**config.mk**
```make
export PLATFORM = sky130hd
export DESIGN_NAME = integer_radix_converter_top
export DESIGN_NICKNAME = d
export VERILOG_FILES = /design/src/rtl/irc_pkg.sv /design/src/rtl/irc_front.sv /design/src/rtl/irc_fifo.sv /design/src/rtl/irc_back.sv /design/src/rtl/integer_radix_converter_top.sv
export VERILOG_INCLUDE_DIRS = /design/src /design/src/rtl
export SDC_FILE = /design/constraint.sdc
export NUM_CORES = 1
export LEC_CHECK = 0
export BUFFER_PORTS_ARGS = -buffer_cell sky130_fd_sc_hd__buf_4
export CAP_MARGIN = 0
export CORE_MARGIN = 2
export CORE_UTILIZATION = 54
export DETAILED_ROUTE_END_ITERATION = 16
export GPL_ROUTABILITY_DRIVEN = 0
export PLACE_DENSITY = 0.76
export SYNTH_ARGS = -nofsm -noshare
export SYNTH_HDL_FRONTEND = slang
export SYNTH_SLANG_ARGS = --single-unit
```
**constraint.sdc**
```tcl
create_clock -name clk -period 11.1 [get_ports clk]
set_input_delay 0.555 -clock clk [delete_from_list [all_inputs] [get_ports clk]]
set_output_delay 0.555 -clock clk [all_outputs]
set_load 0.02 [all_outputs]
```
**src/rtl/integer_radix_converter_top_macros.svh**
```systemverilog
// ----------------------------------------------------------------------------
// integer radix converter assertion macros
// shared property forms for the converter checks
// ----------------------------------------------------------------------------
`ifndef INTEGER_RADIX_CONVERTER_TOP_MACROS_SVH
`define INTEGER_RADIX_CONVERTER_TOP_MACROS_SVH

// same-cycle implication
`define IRC_ASSERT_NOW(lbl, ante, cons, msg) \
    lbl: assert property (@(posedge clk) disable iff (!rst_n) (ante) |-> (cons)) \
        else $error(msg);

// next-cycle implication
`define IRC_ASSERT_NEXT(lbl, ante, cons, msg) \
    lbl: assert property (@(posedge clk) disable iff (!rst_n) (ante) |=> (cons)) \
        else $error(msg);

`endif

```
**src/rtl/irc_pkg.sv**
```systemverilog
// ----------------------------------------------------------------------------
// irc_pkg
// widths, constants and shared types of the integer radix converter
// ----------------------------------------------------------------------------
`timescale 1ns / 1ps

package irc_pkg;

    localparam int VALUE_W     = 31;
    localparam int RADIX_W     = 5;
    localparam int CHAR_W      = 7;
    localparam int DIGIT_W     = 4;
    localparam int REM_W       = DIGIT_W + 1;
    localparam int DIGIT_SLOTS = 32;
    localparam int SLOT_IDX_W  = $clog2(DIGIT_SLOTS);
    localparam int COUNT_W     = $clog2(DIGIT_SLOTS + 1);

    // divider: quotient bits resolved per cycle
    localparam int DIV_W      = 32;
    localparam int DIV_BITS   = 8;
    localparam int DIV_CYCLES = DIV_W / DIV_BITS;
    localparam int STEP_W     = $clog2(DIV_CYCLES);

    localparam int FIFO_DEPTH   = 2;
    localparam int FIFO_PTR_W   = $clog2(FIFO_DEPTH);
    localparam int FIFO_COUNT_W = $clog2(FIFO_DEPTH + 1);

    localparam int PADDR_W   = 3;
    localparam int PDATA_W   = 32;
    localparam int REG_IDX_W = PADDR_W - 2;

    localparam logic [REG_IDX_W-1:0] REG_RADIX   = REG_IDX_W'(0);
    localparam logic [RADIX_W-1:0]   RADIX_RESET = RADIX_W'(10);
    localparam logic [RADIX_W-1:0]   BASE_MIN    = RADIX_W'(2);
    localparam logic [RADIX_W-1:0]   BASE_MAX    = RADIX_W'(16);

    localparam logic [CHAR_W-1:0]  CHAR_ZERO  = CHAR_W'(48);
    localparam logic [CHAR_W-1:0]  CHAR_A     = CHAR_W'(65);
    localparam logic [DIGIT_W-1:0] DIGIT_TEN  = DIGIT_W'(10);

    typedef struct packed {
        logic [VALUE_W-1:0] value;
        logic [RADIX_W-1:0] base;
    } job_t;

    typedef struct packed {
        logic full;
        logic empty;
    } fifo_stat_t;

    typedef struct packed {
        logic idle;
        logic emitting;
    } back_stat_t;

    function automatic logic [CHAR_W-1:0] digit_to_char(input logic [DIGIT_W-1:0] d);
        logic [CHAR_W-1:0] c;
        if (d < DIGIT_TEN)
        begin
            c = CHAR_ZERO + CHAR_W'(d);
        end
        else
        begin
            c = CHAR_A + CHAR_W'(d - DIGIT_TEN);
        end
        return c;
    endfunction

endpackage

```
**src/rtl/irc_front.sv**
```systemverilog
// ----------------------------------------------------------------------------
// irc_front
// radix register, base saturation and item accept into the job queue
// ----------------------------------------------------------------------------
`timescale 1ns / 1ps

module irc_front
    import irc_pkg::*;
(
    input  logic               clk,
    input  logic               rst_n,
    input  logic               psel,
    input  logic               penable,
    input  logic               pwrite,
    input  logic [PADDR_W-1:0] paddr,
    input  logic [PDATA_W-1:0] pwdata,
    output logic [PDATA_W-1:0] prdata,
    output logic               pready,
    input  logic               start,
    input  logic [VALUE_W-1:0] value,
    output logic               busy,
    input  fifo_stat_t         fifo_stat,
    output logic               push,
    output job_t               job
);

    logic [RADIX_W-1:0]   radix_reg;
    logic [RADIX_W-1:0]   radix_next;
    logic [REG_IDX_W-1:0] reg_idx;
    logic                 wr_en;
    logic [RADIX_W-1:0]   base;

    assign reg_idx = paddr[PADDR_W-1:2];
    assign wr_en   = psel && penable && pwrite && (reg_idx == REG_RADIX);
    assign pready  = 1'b1;

    always_comb
    begin
        radix_next = radix_reg;
        if (wr_en)
        begin
            radix_next = pwdata[RADIX_W-1:0];
        end
    end

    always_ff @(posedge clk or negedge rst_n)
    begin
        if (!rst_n)
        begin
            radix_reg <= RADIX_RESET;
        end
        else
        begin
            radix_reg <= radix_next;
        end
    end

    always_comb
    begin
        prdata = '0;
        if (reg_idx == REG_RADIX)
        begin
            prdata = PDATA_W'(radix_reg);
        end
    end

    // saturate base into 2..16
    always_comb
    begin
        priority if (radix_reg < BASE_MIN)
        begin
            base = BASE_MIN;
        end
        else if (radix_reg > BASE_MAX)
        begin
            base = BASE_MAX;
        end
        else
        begin
            base = radix_reg;
        end
    end

    assign busy      = fifo_stat.full;
    assign push      = start && !fifo_stat.full;
    assign job.value = value;
    assign job.base  = base;

endmodule

```
**src/rtl/irc_fifo.sv**
```systemverilog
// ----------------------------------------------------------------------------
// irc_fifo
// short job queue between the accept side and the conversion engine
// ----------------------------------------------------------------------------
`timescale 1ns / 1ps

module irc_fifo
    import irc_pkg::*;
(
    input  logic       clk,
    input  logic       rst_n,
    input  logic       push,
    input  job_t       job_in,
    input  logic       pop,
    output job_t       job_out,
    output fifo_stat_t stat
);

    job_t                    slot_reg [FIFO_DEPTH];
    logic [FIFO_PTR_W-1:0]   wr_ptr_reg;
    logic [FIFO_PTR_W-1:0]   wr_ptr_next;
    logic [FIFO_PTR_W-1:0]   rd_ptr_reg;
    logic [FIFO_PTR_W-1:0]   rd_ptr_next;
    logic [FIFO_COUNT_W-1:0] count_reg;
    logic [FIFO_COUNT_W-1:0] count_next;

    function automatic logic [FIFO_PTR_W-1:0] ptr_inc(input logic [FIFO_PTR_W-1:0] p);
        logic [FIFO_PTR_W-1:0] r;
        if (p == FIFO_PTR_W'(FIFO_DEPTH - 1))
        begin
            r = '0;
        end
        else
        begin
            r = p + FIFO_PTR_W'(1);
        end
        return r;
    endfunction

    always_comb
    begin
        wr_ptr_next = wr_ptr_reg;
        rd_ptr_next = rd_ptr_reg;
        count_next  = count_reg;
        if (push)
        begin
            wr_ptr_next = ptr_inc(wr_ptr_reg);
        end
        if (pop)
        begin
            rd_ptr_next = ptr_inc(rd_ptr_reg);
        end
        unique case ({push, pop})
            2'b10:   count_next = count_reg + FIFO_COUNT_W'(1);
            2'b01:   count_next = count_reg - FIFO_COUNT_W'(1);
            default: count_next = count_reg;
        endcase
    end

    always_ff @(posedge clk or negedge rst_n)
    begin
        if (!rst_n)
        begin
            wr_ptr_reg <= '0;
            rd_ptr_reg <= '0;
            count_reg  <= '0;
        end
        else
        begin
            wr_ptr_reg <= wr_ptr_next;
            rd_ptr_reg <= rd_ptr_next;
            count_reg  <= count_next;
        end
    end

    always_ff @(posedge clk)
    begin
        if (push)
        begin
            slot_reg[wr_ptr_reg] <= job_in;
        end
    end

    assign job_out    = slot_reg[rd_ptr_reg];
    assign stat.full  = (count_reg == FIFO_COUNT_W'(FIFO_DEPTH));
    assign stat.empty = (count_reg == '0);

endmodule

```
**src/rtl/irc_back.sv**
```systemverilog
// ----------------------------------------------------------------------------
// irc_back
// iterative divider filling the digit store, then reverse digit readout
// ----------------------------------------------------------------------------
`timescale 1ns / 1ps

module irc_back
    import irc_pkg::*;
(
    input  logic              clk,
    input  logic              rst_n,
    input  fifo_stat_t        fifo_stat,
    input  job_t              job,
    output logic              pop,
    output back_stat_t        stat,
    output logic              digit_strobe,
    output logic [CHAR_W-1:0] digit_char,
    output logic              last_digit
);

    typedef enum logic [2:0] {
        ST_IDLE = 3'b001,
        ST_DIV  = 3'b010,
        ST_EMIT = 3'b100
    } back_state_t;

    back_state_t state_reg;
    back_state_t state_next;

    logic [DIGIT_W-1:0]    digit_store [DIGIT_SLOTS];

    logic [DIV_W-1:0]      sh_reg;
    logic [DIV_W-1:0]      sh_next;
    logic [REM_W-1:0]      rem_reg;
    logic [REM_W-1:0]      rem_next;
    logic [RADIX_W-1:0]    base_reg;
    logic [RADIX_W-1:0]    base_next;
    logic [STEP_W-1:0]     step_reg;
    logic [STEP_W-1:0]     step_next;
    logic [COUNT_W-1:0]    digit_count_reg;
    logic [COUNT_W-1:0]    digit_count_next;
    logic [SLOT_IDX_W-1:0] rd_idx_reg;
    logic [SLOT_IDX_W-1:0] rd_idx_next;
    logic                  rd_vld_reg;
    logic                  rd_vld_next;
    logic                  rd_last_reg;
    logic                  rd_last_next;
    logic [DIGIT_W-1:0]    rd_data_reg;

    logic [DIV_W-1:0]      sh_div;
    logic [REM_W-1:0]      rem_div;
    logic                  last_step;
    logic                  quot_zero;
    logic                  store_full;
    logic                  mem_we;
    logic                  mem_re;

    // restoring division, DIV_BITS quotient bits per cycle
    always_comb
    begin
        logic [REM_W-1:0] trial;
        logic             ge;
        rem_div = rem_reg;
        sh_div  = sh_reg;
        for (int i = 0; i < DIV_BITS; i++)
        begin
            trial   = {rem_div[DIGIT_W-1:0], sh_div[DIV_W-1]};
            ge      = (trial >= base_reg);
            rem_div = ge ? (trial - base_reg) : trial;
            sh_div  = {sh_div[DIV_W-2:0], ge};
        end
    end

    assign last_step  = (step_reg == STEP_W'(DIV_CYCLES - 1));
    assign quot_zero  = (sh_div == '0);
    assign store_full = (digit_count_reg == COUNT_W'(DIGIT_SLOTS - 1));

    always_comb
    begin
        state_next       = state_reg;
        sh_next          = sh_reg;
        rem_next         = rem_reg;
        base_next        = base_reg;
        step_next        = step_reg;
        digit_count_next = digit_count_reg;
        rd_idx_next      = rd_idx_reg;
        rd_vld_next      = 1'b0;
        rd_last_next     = 1'b0;
        pop              = 1'b0;
        mem_we           = 1'b0;
        mem_re           = 1'b0;
        unique case (state_reg)
            ST_IDLE:
            begin
                if (!fifo_stat.empty)
                begin
                    pop              = 1'b1;
                    sh_next          = DIV_W'(job.value);
                    base_next        = job.base;
                    rem_next         = '0;
                    step_next        = '0;
                    digit_count_next = '0;
                    state_next       = ST_DIV;
                end
            end
            ST_DIV:
            begin
                sh_next   = sh_div;
                rem_next  = rem_div;
                step_next = step_reg + STEP_W'(1);
                if (last_step)
                begin
                    mem_we           = 1'b1;
                    digit_count_next = digit_count_reg + COUNT_W'(1);
                    rem_next         = '0;
                    step_next        = '0;
                    if (quot_zero || store_full)
                    begin
                        rd_idx_next = digit_count_reg[SLOT_IDX_W-1:0];
                        state_next  = ST_EMIT;
                    end
                end
            end
            ST_EMIT:
            begin
                mem_re       = 1'b1;
                rd_vld_next  = 1'b1;
                rd_last_next = (rd_idx_reg == '0);
                rd_idx_next  = rd_idx_reg - SLOT_IDX_W'(1);
                if (rd_idx_reg == '0)
                begin
                    state_next = ST_IDLE;
                end
            end
            default:
            begin
                state_next = ST_IDLE;
            end
        endcase
    end

    always_ff @(posedge clk or negedge rst_n)
    begin
        if (!rst_n)
        begin
            state_reg       <= ST_IDLE;
            step_reg        <= '0;
            digit_count_reg <= '0;
            rd_idx_reg      <= '0;
            rd_vld_reg      <= 1'b0;
            rd_last_reg     <= 1'b0;
        end
        else
        begin
            state_reg       <= state_next;
            step_reg        <= step_next;
            digit_count_reg <= digit_count_next;
            rd_idx_reg      <= rd_idx_next;
            rd_vld_reg      <= rd_vld_next;
            rd_last_reg     <= rd_last_next;
        end
    end

    always_ff @(posedge clk)
    begin
        sh_reg   <= sh_next;
        rem_reg  <= rem_next;
        base_reg <= base_next;
    end

    // digit store
    always_ff @(posedge clk)
    begin
        if (mem_we)
        begin
            digit_store[digit_count_reg[SLOT_IDX_W-1:0]] <= rem_div[DIGIT_W-1:0];
        end
    end

    always_ff @(posedge clk)
    begin
        if (mem_re)
        begin
            rd_data_reg <= digit_store[rd_idx_reg];
        end
    end

    assign digit_strobe  = rd_vld_reg;
    assign digit_char    = digit_to_char(rd_data_reg);
    assign last_digit    = rd_last_reg;
    assign stat.idle     = (state_reg == ST_IDLE);
    assign stat.emitting = (state_reg == ST_EMIT);

endmodule

```
**src/rtl/integer_radix_converter_top.sv**
```systemverilog
// ----------------------------------------------------------------------------
// integer_radix_converter_top
// an item's digits are resolved one by one in the divider (8 quotient bits
// per cycle) and written to the digit store; the digits then follow one per
// cycle, most significant first, and the engine takes the next item only
// once idle; a two-entry job queue accepts up to two items ahead of it
// asynchronous active-low reset: radix 10, queue empty, engine idle
// ----------------------------------------------------------------------------
`timescale 1ns / 1ps

`include "integer_radix_converter_top_macros.svh"

module integer_radix_converter_top
    import irc_pkg::*;
(
    input  logic               clk,
    input  logic               rst_n,
    input  logic               psel,
    input  logic               penable,
    input  logic               pwrite,
    input  logic [PADDR_W-1:0] paddr,
    input  logic [PDATA_W-1:0] pwdata,
    output logic [PDATA_W-1:0] prdata,
    output logic               pready,
    input  logic               start,
    input  logic [VALUE_W-1:0] value,
    output logic               busy,
    output logic               digit_strobe,
    output logic [CHAR_W-1:0]  digit_char,
    output logic               last_digit
);

    fifo_stat_t fifo_stat;
    back_stat_t back_stat;
    logic       push;
    logic       pop;
    job_t       job_in;
    job_t       job_out;
    logic       char_ok;

    irc_front u_front (
        .clk       (clk),
        .rst_n     (rst_n),
        .psel      (psel),
        .penable   (penable),
        .pwrite    (pwrite),
        .paddr     (paddr),
        .pwdata    (pwdata),
        .prdata    (prdata),
        .pready    (pready),
        .start     (start),
        .value     (value),
        .busy      (busy),
        .fifo_stat (fifo_stat),
        .push      (push),
        .job       (job_in)
    );

    irc_fifo u_fifo (
        .clk     (clk),
        .rst_n   (rst_n),
        .push    (push),
        .job_in  (job_in),
        .pop     (pop),
        .job_out (job_out),
        .stat    (fifo_stat)
    );

    irc_back u_back (
        .clk          (clk),
        .rst_n        (rst_n),
        .fifo_stat    (fifo_stat),
        .job          (job_out),
        .pop          (pop),
        .stat         (back_stat),
        .digit_strobe (digit_strobe),
        .digit_char   (digit_char),
        .last_digit   (last_digit)
    );

    // digits 0-9 or A-F
    assign char_ok = ((digit_char >= CHAR_ZERO) && (digit_char <= CHAR_ZERO + CHAR_W'(9)))
                  || ((digit_char >= CHAR_A) && (digit_char <= CHAR_A + CHAR_W'(5)));

    `IRC_ASSERT_NOW(a_char_range, digit_strobe, char_ok, "digit character out of range")
    `IRC_ASSERT_NEXT(a_last_gap, digit_strobe && last_digit, !digit_strobe, "digit right after last digit")
    `IRC_ASSERT_NEXT(a_job_taken, !fifo_stat.empty && back_stat.idle, !back_stat.idle, "queued job not taken")
    `IRC_ASSERT_NEXT(a_emit_strobe, back_stat.emitting, digit_strobe, "readout without digit strobe")

endmodule

```
==> summary.md <==
| Metric | Value |
|---|---|
| WP data required | `about 12000 ps` |
| Row cnt | `56` |
| Detailed Route WL | `around 24 mm` |
| Final min period | `between 10000 and 15000 ps` |
| GR Overflow Total | `0` |
| Number of DRC markers in iteration 0 | `between 600 and 700` |
| First-pass DRT Iterations | `5` |
| Clock-pin slew on the worst setup and hold paths | `roughly 70 ps` |
| Core box area | `23400 sq um` |
| Prevailing post-synth register cell | `edfxtp_1` |
| Crit path buf inv count | `2` |
| Fin. Hold Viols | `0` |
| Critical Path Most Common Cell | `ha_1` |
| Asr flop ratio synth | `under 10%` |
| Highest achievable clock rate | `between 0.09 and 0.1 GHz` |
| Max Cap Viol | `0` |
| Vias in the first global route | `between 7000 and 8000` |
| #FFs+latches synth | `roughly 270` |
| Worst slew pin tran | `~1100 ps` |
| Area contributors post-synth | `edfxtp_1, mux4_2, ha_1` |
| Initial antenna violation count | `0` |
| Status | `completed` |
| Fin nets | `roughly 1100` |
| Post-synthesis sequential area ratio | `between 60 and 70%` |
| Latest clock arrival within the worst-skew pair | `540 ps` |
| CP arrival | `~11000 ps` |
| IO Port Bufs | `57` |
| Layout cell share with drive strength beyond 1 | `between 20 and 25%` |
| Antenna Cells | `0` |
| Antenna-violating nets left | `0` |
| Max FO, Critical Path | `9` |
| Mapped Avg Cell Area | `between 10 and 15 sq um` |
| Largest net degree at the start of global routing | `69` |
| Clock tree buffer depth | `3` |
| Boundary pin count | `~120` |
| Worst Hold Depth | `1` |
| First-pass GRT wire length | `38.3 mm` |
| HPWL Detailed | `~16 mm` |
| Startpoint class of the critical path | `flip-flop` |
| DR DRC count | `0` |
| Hold Path Class | `primary input to flip-flop` |
| Overall die area | `between 20000 and 30000 sq um` |
| Largest register FFs | `128` |
| Post-synth top cells | `edfxtp_1, nor2_1, nand2_1` |
| Synth Instances | `roughly 880` |
| Slew HR | `a little over a quarter` |
| Vias | `7183` |
| Vias per inst | `5.53` |
| Setup violators final | `0` |
| CP Class | `flip-flop to flip-flop` |
| Post-synth EDFFs | `between 200 and 250` |
| Pins Over Slew Limit | `0` |
| CTS buffer count | `26` |
| Synth unique cells | `54` |
| Period Utilization, post-route | `between 90 and 100%` |
| Critical Path Stages | `46` |
| CP max stage delay | `400 ps` |
| Wirelength per Cell | `18.4 um` |
| Die height | `around 160 um` |
| Chip Width | `between 150 and 200 um` |
| H-tree Lvls | `1` |
| Area grow syn2layout | `13.6%` |
| CTS tree | `built` |
| R2r worst-path depth | `46` |
| Cell taking the most area after synthesis | `edfxtp_1` |
| Mapped Area | `around 13000 sq um` |
| Clock skew | `roughly 19 ps` |
| Slowest CP cell | `mux2_2` |
| Synth top area share | `between 50% and 60%` |
| Root Driver | `clkbuf_16` |
| GRT Overall Usage | `between 10% and 20%` |
| Initial Util | `about 55%` |
| Yosys warning total | `0` |
| CP top delay family | `compound AO/OA/AOI/OAI gates` |
| Clk sink count | `between 200 and 300` |
| Most numerous cell in the Yosys netlist | `edfxtp_1` |
| Post-route core utilization | `a little over 60%` |
| Critical path endpoint category | `flip-flop` |
==> kinds of logic after synthesis <==
kind of cell	share of synthesized area, %
flops	62.5
simple gates	7.07
compound gates	5.88
mux	12.3
buf+inv	3.87
fa+ha+maj	6.30
xor+xnor	1.98
other cells	0.0584
==> final timing paths <==
path	from	to	slack (ps)
worst min register to register	u_fifo.count_reg[1]$_DFFE_PN0P_	u_fifo.count_reg[1]$_DFFE_PN0P_	520
worst min-delay path	value[5]	u_fifo.slot_reg[0][10]$_DFFE_PP_	210
min in group asynchronous	rst_n	u_back.digit_count_reg[2]$_DFFE_PN0P_	490
worst max register to register	u_back.base_reg[2]$_DFFE_PP_	u_back.state_reg[1]$_DFFE_PN0P_	590
max in group asynchronous	rst_n	u_front.radix_reg[3]$_DFFE_PN1P_	10290
worst max-delay path	u_back.base_reg[2]$_DFFE_PP_	u_back.state_reg[1]$_DFFE_PN0P_	590
==> layout by cell type (no fill, tap or decap), drive strengths merged, types with 2 or more instances in the layout <==
master	netlist	layout
and2	6	6
clkbuf	20	29
nor2	65	65
nand2b	9	9
mux4	40	40
mux2i	36	36
a31oi	10	10
o21a	3	3
and3	4	4
ha	52	52
nand3	4	4
mux2	29	29
and4	2	2
a21boi	2	2
edfxtp	245	245
nor4	8	8
dfstp	3	3
xor2	12	12
nor3	4	4
a21o	18	18
nor2b	7	7
or3b	3	3
clkinv	1	12
a21oi	31	31
nand4	2	2
xnor2	17	17
clkinvlp	0	2
nand3b	5	5
conb	2	28
fa	8	8
dfrtp	24	24
nand2	64	64
buf	36	82
bufinv	0	4
nor3b	2	2
or3	3	3
inv	39	41
o21ai	54	54
==> stage by stage <==
stage	cells	setup slack [ps]	TNS, ps	instance area, sq um	hold slack (ps)
3_3_place_gp	1246	614	0	13600	487
5_1_grt	1298	-2.62	-2.62	14600	195
6_report	1298	594	0	14600	212
3_5_place_dp	1246	429	0	13600	503
4_1_cts	1295	416	0	14500	199
2_1_floorplan	904	429	0	13000	259
==> layer usage <==
| layer | up-vias | GRT usage [%] | wire (um) |
|---|---|---|---|
| met1 | 3506 | 30.1 | 11100 |
| met4 | 0 | 4.16 | 320 |
| met3 | 31 | 3.59 | 1700 |
| li1 | 3391 | - | - |
| met2 | 255 | 30.9 | 10800 |
| met5 | - | 0 | 0 |
==> final cells by class <==
cell class	count	area, sq um
clock buffers	29	683
clock inverters	19	205
fillers	1665	8800
inverters	40	150
multi-input cells	536	4490
flip-flops and latches	272	8040
well taps	319	399
repair buffers	83	638
==> repair_timing <==
action / 4_1_cts / 5_1_grt
hold buffers: 1 / 0
endpoints found under the setup margin: 0 / 136
endpoints found under the hold margin: 24 / 0
setup buffers: 0 / 3
gates resized for setup: 0 / 6
Power is left out: the tool's default activity adds up to more than one toggle a clock period on the data nets, which glitch-free logic cannot reach.
